==> src/hw/rtl/bcm_pkg.sv <==
package bcm_pkg;

  // curve_mode register codes
  localparam logic [2:0] MODE_LINEAR  = 3'd0;
  localparam logic [2:0] MODE_LOG     = 3'd1;
  localparam logic [2:0] MODE_SIGMOID = 3'd2;
  localparam logic [2:0] MODE_EXP     = 3'd3;
  localparam logic [2:0] MODE_INV_LOG = 3'd4;

  localparam int MODE_W = 3;

  // knot table selects
  localparam int NUM_CURVES = 4;
  localparam logic [1:0] CURVE_LOG     = 2'd0;
  localparam logic [1:0] CURVE_SIGMOID = 2'd1;
  localparam logic [1:0] CURVE_EXP     = 2'd2;
  localparam logic [1:0] CURVE_INV_LOG = 2'd3;

  // cycles from an accepted sample to its result strobe
  localparam int LATENCY = 5;

  localparam real EXP_SCALE = 1.0 / ($exp(3.0) - 1.0);

  // knot value round(f(t) * 2^frac_bits), clamped to 0..2^frac_bits
  function automatic int knot_value(logic [1:0] curve, real t, int frac_bits);
    real one;
    real f;
    real v;
    int  r;
    one = 2.0 ** frac_bits;
    case (curve)
      CURVE_LOG:     f = $log10(1.0 + 9.0 * t);
      CURVE_SIGMOID: f = 0.5 + 0.5 * $tanh(6.0 * (t - 0.5));
      CURVE_EXP:     f = ($exp(3.0 * t) - 1.0) * EXP_SCALE;
      CURVE_INV_LOG: f = 1.0 - $log10(10.0 - 9.0 * t);
      default:       f = t;
    endcase
    v = f * one + 0.5;
    if (v < 0.0) begin
      v = 0.0;
    end
    if (v > one) begin
      v = one;
    end
    r = $rtoi(v);
    return r;
  endfunction

endpackage

==> src/hw/rtl/bcm_knot_rom.sv <==
module bcm_knot_rom
  import bcm_pkg::*;
#(
  parameter int SEGMENTS  = 64,
  parameter int FRAC_BITS = 16
) (
  input  logic                               clk,
  input  logic [1:0]                         curve,
  input  logic [$clog2(SEGMENTS + 1) - 1:0]  seg,
  output logic [FRAC_BITS:0]                 knot_lo_r,
  output logic [FRAC_BITS:0]                 knot_hi_r
);

  localparam int OUT_W = FRAC_BITS + 1;
  localparam int SEG_W = $clog2(SEGMENTS + 1);
  localparam logic [SEG_W-1:0] SEG_LAST = SEG_W'(SEGMENTS);

  logic [OUT_W-1:0] knots_w [NUM_CURVES][SEGMENTS + 1];
  logic [SEG_W-1:0] seg_hi;

  // constant knot tables, worked out at elaboration
  for (genvar c = 0; c < NUM_CURVES; c++) begin : g_curve
    for (genvar k = 0; k <= SEGMENTS; k++) begin : g_knot
      localparam real T    = real'(k) / real'(SEGMENTS);
      localparam int  KNOT = knot_value(2'(c), T, FRAC_BITS);
      assign knots_w[c][k] = OUT_W'(KNOT);
    end
  end

  // upper knot; at the last knot the fraction is zero so reuse it
  assign seg_hi = (seg == SEG_LAST) ? seg : seg + SEG_W'(1);

  always_ff @(posedge clk) begin
    knot_lo_r <= knots_w[curve][seg];
    knot_hi_r <= knots_w[curve][seg_hi];
  end

endmodule

==> src/hw/rtl/brightness_curve_map.sv <==
// brightness curve map: one signed Q2.16 progress sample is clamped to 0..1
// and shaped by the curve that curve_mode selects (linear, log, sigmoid,
// exponential, inverse log; unused codes act as linear). a sample can be
// transferred on every clock: start is taken whenever busy is low, and busy
// is high only while rst_n is asserted. the result shows up on out_curved
// with a one-cycle out_valid strobe after it has passed the pipeline stages,
// in order; the receiver has no way to hold it off, so it must take every
// strobe. the five stages are clamp, segment split (multiply by the
// segment count), knot table read, the two interpolation products, and
// the rounding add; the multiplier stage sets the clock. curve_mode is
// written through cfg_wr_en / cfg_wr_data and is sampled when a sample
// enters, so change it only with nothing in flight.
module brightness_curve_map
  import bcm_pkg::*;
#(
  parameter int SEGMENTS  = 64,
  parameter int FRAC_BITS = 16
) (
  input  logic                   clk,
  input  logic                   rst_n,
  // sample in
  input  logic                   start,
  output logic                   busy,
  input  logic [FRAC_BITS+1:0]   in_progress,
  // result out
  output logic                   out_valid,
  output logic [FRAC_BITS:0]     out_curved,
  // curve_mode register
  input  logic                   cfg_wr_en,
  input  logic [MODE_W-1:0]      cfg_wr_data
);

  localparam int IN_W   = FRAC_BITS + 2;
  localparam int OUT_W  = FRAC_BITS + 1;
  localparam int SEG_W  = $clog2(SEGMENTS + 1);
  localparam int P_W    = OUT_W + SEG_W;
  localparam int PROD_W = 2 * FRAC_BITS + 1;
  localparam int SUM_W  = 2 * FRAC_BITS + 2;

  localparam logic [OUT_W-1:0] ONE  = {1'b1, {FRAC_BITS{1'b0}}};
  localparam logic [SUM_W-1:0] HALF = SUM_W'(1) << (FRAC_BITS - 1);

  logic              in_xfer;
  logic [MODE_W-1:0] curve_mode_r;
  logic [MODE_W-1:0] curve_mode_nxt;

  // stage 1: clamped sample and decoded curve
  logic             v1_r;
  logic [OUT_W-1:0] x1_r, x1_nxt;
  logic             rom1_r, rom1_nxt;
  logic [1:0]       curve1_r, curve1_nxt;

  // stage 2: segment and fraction
  logic             v2_r;
  logic [P_W-1:0]   p2;
  logic [SEG_W-1:0] seg2_r;
  logic [FRAC_BITS-1:0] fr2_r;
  logic [OUT_W-1:0] x2_r;
  logic             rom2_r;
  logic [1:0]       curve2_r;

  // stage 3: knots (registered inside the table)
  logic             v3_r;
  logic [OUT_W-1:0] knot_lo, knot_hi;
  logic [FRAC_BITS-1:0] fr3_r;
  logic [OUT_W-1:0] x3_r;
  logic             rom3_r;

  // stage 4: interpolation products
  logic             v4_r;
  logic [PROD_W-1:0] prod_lo_r, prod_hi_r;
  logic [OUT_W-1:0] x4_r;
  logic             rom4_r;

  // stage 5: output register
  logic             out_valid_r;
  logic [OUT_W-1:0] out_curved_r;
  logic [SUM_W-1:0] sum4;

  assign busy    = ~rst_n;
  assign in_xfer = start & ~busy;

  assign curve_mode_nxt = cfg_wr_en ? cfg_wr_data : curve_mode_r;

  // clamp: sign set goes to zero, anything past one saturates
  always_comb begin
    if (in_progress[IN_W-1]) begin
      x1_nxt = '0;
    end else if (in_progress[IN_W-2:0] > ONE) begin
      x1_nxt = ONE;
    end else begin
      x1_nxt = in_progress[IN_W-2:0];
    end
  end

  always_comb begin
    case (curve_mode_r)
      MODE_LOG: begin
        rom1_nxt   = 1'b1;
        curve1_nxt = CURVE_LOG;
      end
      MODE_SIGMOID: begin
        rom1_nxt   = 1'b1;
        curve1_nxt = CURVE_SIGMOID;
      end
      MODE_EXP: begin
        rom1_nxt   = 1'b1;
        curve1_nxt = CURVE_EXP;
      end
      MODE_INV_LOG: begin
        rom1_nxt   = 1'b1;
        curve1_nxt = CURVE_INV_LOG;
      end
      default: begin
        // linear and unused codes pass the clamped sample through
        rom1_nxt   = 1'b0;
        curve1_nxt = CURVE_LOG;
      end
    endcase
  end

  // position on the knot axis: integer part is the segment
  assign p2 = P_W'(x1_r) * P_W'(SEGMENTS);

  // rounding add of the two weighted knots
  assign sum4 = SUM_W'(prod_lo_r) + SUM_W'(prod_hi_r) + HALF;

  // control state
  always_ff @(posedge clk) begin
    if (!rst_n) begin
      curve_mode_r <= MODE_LINEAR;
      v1_r         <= 1'b0;
      v2_r         <= 1'b0;
      v3_r         <= 1'b0;
      v4_r         <= 1'b0;
      out_valid_r  <= 1'b0;
    end else begin
      curve_mode_r <= curve_mode_nxt;
      v1_r         <= in_xfer;
      v2_r         <= v1_r;
      v3_r         <= v2_r;
      v4_r         <= v3_r;
      out_valid_r  <= v4_r;
    end
  end

  // payload, no reset needed
  always_ff @(posedge clk) begin
    x1_r      <= x1_nxt;
    rom1_r    <= rom1_nxt;
    curve1_r  <= curve1_nxt;

    seg2_r    <= p2[FRAC_BITS +: SEG_W];
    fr2_r     <= p2[FRAC_BITS-1:0];
    x2_r      <= x1_r;
    rom2_r    <= rom1_r;
    curve2_r  <= curve1_r;

    fr3_r     <= fr2_r;
    x3_r      <= x2_r;
    rom3_r    <= rom2_r;

    prod_lo_r <= PROD_W'(knot_lo) * PROD_W'(ONE - OUT_W'(fr3_r));
    prod_hi_r <= PROD_W'(knot_hi) * PROD_W'(fr3_r);
    x4_r      <= x3_r;
    rom4_r    <= rom3_r;

    out_curved_r <= rom4_r ? sum4[FRAC_BITS +: OUT_W] : x4_r;
  end

  bcm_knot_rom #(
    .SEGMENTS  (SEGMENTS),
    .FRAC_BITS (FRAC_BITS)
  ) u_knot_rom (
    .clk       (clk),
    .curve     (curve2_r),
    .seg       (seg2_r),
    .knot_lo_r (knot_lo),
    .knot_hi_r (knot_hi)
  );

  assign out_valid  = out_valid_r;
  assign out_curved = out_curved_r;

endmodule

==> config.mk <==
export PLATFORM = sky130hd
export DESIGN_NAME = brightness_curve_map
export DESIGN_NICKNAME = d
export VERILOG_FILES = /design/src/hw/rtl/bcm_pkg.sv /design/src/hw/rtl/bcm_knot_rom.sv /design/src/hw/rtl/brightness_curve_map.sv
export SDC_FILE = /design/constraint.sdc
export NUM_CORES = 2
export LEC_CHECK = 0
export CAP_MARGIN = 20
export CORE_AREA = 4 4 219 221
export CTS_BUF_LIST = sky130_fd_sc_hd__clkbuf_16
export DETAILED_ROUTE_END_ITERATION = 16
export DIE_AREA = 0 0 223 225
export DONT_BUFFER_PORTS = 1
export PLACE_DENSITY = 0.75
export SLEW_MARGIN = 20
export SYNTH_ARGS = -nofsm -noshare
export SYNTH_HDL_FRONTEND = slang
export SYNTH_SLANG_ARGS = --single-unit
==> constraint.sdc <==
create_clock -name clk -period 19.1 [get_ports clk]
set_input_delay 1.91 -clock clk [delete_from_list [all_inputs] [get_ports clk]]
set_output_delay 1.91 -clock clk [all_outputs]
set_load 0.01 [all_outputs]
==> flow_metrics.env <==
export IMPL_status="finished, final reports clean"
export IMPL_die_w_um=223
export IMPL_synth_top_area_share_pct=18.5
export IMPL_detailroute_via_count=29200
export IMPL_synthCells=3474
export IMPL_drcViolationCount=0
export IMPL_synth_top_cell_by_area="fa_1"
export IMPL_grt_pass1_vias=29200
export IMPL_htree_levels=4
export IMPL_place_congestion=1.12
export IMPL_ant_nets=0
export IMPL_ios=44
export IMPL_clk_latency_ps=500
export IMPL_grt_max_degree=78
export IMPL_crit_chain="buf_4, or3_1, or3b_2, xor2_2, nand2_1, fa_1, fa_1, fa_1, inv_1, fa_1, fa_1, ha_1, ha_1, nand2_1, o21ai_0, o31a_1, a41o_1, o41a_1, a211o_1, a21oi_1, xnor2_1"
export IMPL_yosysSeqAreaShare_pct=13.9
export IMPL_clock_skew_ps=30.2
export IMPL_power_leakage_nw=12.4
export IMPL_viasPerCell=7.40
export IMPL_min_period_over_period_pct=39.7
export IMPL_path_clk_slew_ps=90
export IMPL_crit_path_max_fanout=22
export IMPL_setup_tns_ps=0
export IMPL_post_route_util_pct=61.6
export IMPL_drtIter0Drc=5186
export IMPL_post_cts_resized=0
export IMPL_fmax_mhz=132
export IMPL_num_rows=79
export IMPL_ys_types=93
export IMPL_whs_endpoint="x2_r[13]"
export IMPL_crit_path_top_delay_cell="xor2_2"
export IMPL_core_area_um2=46200
export IMPL_synth_warnings=0
export IMPL_p_per_area_nw_per_um2=94.9
export IMPL_critPathKind="flip-flop to flip-flop"
export IMPL_layout_setup_ws_ps=11520
export IMPL_grt_overflow_total=0
export IMPL_synthTopCellsByCount="419 x nand2_1, 296 x inv_1, 267 x ha_1"
export IMPL_synth_most_common_cell="nand2_1"
export IMPL_max_slew_margin_pct=19.8
export IMPL_critPathMostFrequentCell="fa_1"
export IMPL_cts_hold_buffers_added=0
export IMPL_critPathRequiredTime_ps=19520
export IMPL_worstMarginPinSlew_ps=1200
export IMPL_io_buffers=0
export IMPL_min_period_ps=7580
export IMPL_synth_edf_count=0
export IMPL_fin_nets=3859
export IMPL_cts_sinks=189
export IMPL_reg2reg_from="x3_r[2]"
export IMPL_grt_first_pass_wirelength_mm=179
export IMPL_dieArea_um2=50200
export IMPL_synth_area_leaders="fa_1 19%, dfxtp_1 14%, ha_1 12%"
export IMPL_post_dp_hpwl_mm=84.0
export IMPL_finalSetupViolCount=0
export IMPL_syn_num_nets=4019
export IMPL_total_power_w=0.00270
export IMPL_ir_worst_vdd_mv=0.127
export IMPL_routed_wirelength_mm=121
export IMPL_hold_depth=0
export IMPL_netlist_area_um2=27300
export IMPL_wl_per_cell_um=30.8
export IMPL_area_growth_syn_to_layout_pct=4.06
export IMPL_crit_buf_inv=2
export IMPL_grtUsageTotal_pct=46.7
export IMPL_r2r_cells=21
export IMPL_cp_top_family="adder cells"
export IMPL_postCtsSetupRepairBufs=0
export IMPL_cp_end_kind="flip-flop"
export IMPL_r2r_end="prod_lo_r[30]"
export IMPL_tritoncts="yes"
export IMPL_synth_seq_cells=189
export IMPL_ys_flop_type="dfxtp_1"
export IMPL_start_util_pct=59.2
export IMPL_ys_async_sr_fraction_pct=0
export IMPL_clockRootBuffer="clkbuf_16"
export IMPL_firstDrtPassIters=9
export IMPL_numCtsBuffers=17
export IMPL_cp_data_arrival_time_ps=8000
export IMPL_hold_start="x1_r[13]"
export IMPL_hold_viol=0
export IMPL_drive_gt1_share_pct=6.46
export IMPL_cap_viol_max_count=0
export IMPL_holdCritPathClass="flip-flop to flip-flop"
export IMPL_antenna_found_initial=6
export IMPL_ctsLongestPathBuffers=2
export IMPL_slew_viol_final=0
export IMPL_slowest_delay_ps=680
export IMPL_rsz0062_at_grt="false"
export IMPL_reg2reg_slack_ps=11520
export IMPL_die_h_um=225
export IMPL_setup_worst_path_start_class="flip-flop"
export IMPL_syn_avg_cell_area_um2=7.86
export IMPL_place_ws_ps=11320
==> per-layer routing <==
layer	wire, um	GRT usage [%]
met2	50600	69.1
met1	42700	57.1
met3	18200	19.0
met5	42	0
met4	9700	28.3
==> kinds of logic (layout without fill, tap and decap cells) <==
family                   after synthesis  count (layout)  share of synthesized area (%)
AO/OA/AOI/OAI                        951             951                           23.2
XOR/XNOR                              88              88                           2.95
adder cells (fa/ha/maj)              520             520                           30.8
buffers and inverters                582             435                           8.34
flip-flops                           189             189                           13.9
multiplexers                          26              26                           1.41
other                                  0               4                              0
AND/OR/NAND/NOR                     1118            1118                           19.4
==> final cells by class <==
class	instances	area, um^2
Antenna cell	4	10.0
Clock buffer	17	425
Clock inverter	15	153
Fill cell	3831	17700
Inverter	304	1140
Multi-Input combinational cell	2703	21400
Sequential cell	189	3800
Tap cell	607	759
Timing Repair Buffer	99	741
==> state kept, by name, summed over array words and instances, names as in the netlist, 2 cells and up <==
register / flops
curve_mode_r: 3
u_knot_rom.knot_lo_r: 17
x2_r: 16
u_knot_rom.knot_hi_r: 17
prod_lo_r: 27
x4_r: 17
curve2_r: 2
x1_r: 17
prod_hi_r: 27
curve1_r: 2
out_curved: 17
x3_r: 17
==> per-stage QoR <==
stage               cells  hold WS, ps  instance area [um^2]
floorplan            3474          310                 27300
global placement     3901          310                 27800
CTS                  3934          329                 28400
finish               3938          328                 28400
detailed placement   3902          312                 27800
global route         3934          334                 28400
==> worst reg2reg max path, cell delays in order (launching register included) <==
cell and delay (ps):
dfxtp_1 320, buf_4 220, or3_1 420, or3b_2 570, xor2_2 680, nand2_1 240, fa_1 490, fa_1 480
fa_1 540, inv_1 50, fa_1 500, fa_1 440, ha_1 310, ha_1 350, nand2_1 100, o21ai_0 150
o31a_1 340, a41o_1 280, o41a_1 390, a211o_1 290, a21oi_1 210, xnor2_1 140
==> placed cells by master, fill, tap and decap left out, types with 13 or more instances in the layout <==
cell type / count
o311ai_0: 34
nand3_1: 94
buf_4: 98
o22ai_1: 21
a2111oi_0: 13
nor2_1: 198
nand2_1: 419
o211ai_1: 45
inv_1: 296
dfxtp_1: 182
nor3_1: 92
o221ai_1: 23
o31ai_1: 28
a21oi_1: 238
a211oi_1: 58
and2_1: 178
a31oi_1: 53
o2111ai_1: 15
nor2b_1: 17
nand2b_1: 24
a21o_1: 26
ha_1: 265
xor2_1: 19
and3_1: 13
nand4_1: 20
o21ai_0: 191
xnor2_1: 58
o21a_1: 13
fa_1: 253
clkbuf_16: 17
a311oi_1: 39
==> where the power goes <==
group	switching, W	internal, W	total [W]
Combinational	0.00108	0.000677	0.00175
Sequential	0.0000873	0.000479	0.000566
Clock	0.000192	0.000185	0.000377
==> worst max path at each step <==
stage,startpoint,to,slack (ps),cells past startpoint
finish,x3_r[2],prod_lo_r[30],11520,21
global route,x3_r[2],prod_lo_r[30],11320,21
CTS,x3_r[2],prod_lo_r[32],11250,21
detailed placement,x3_r[2],prod_lo_r[30],11320,21
global placement,x3_r[2],prod_lo_r[32],11710,21
floorplan,x3_r[1],prod_lo_r[30],12220,25
(Power assumes the default switching activity.)
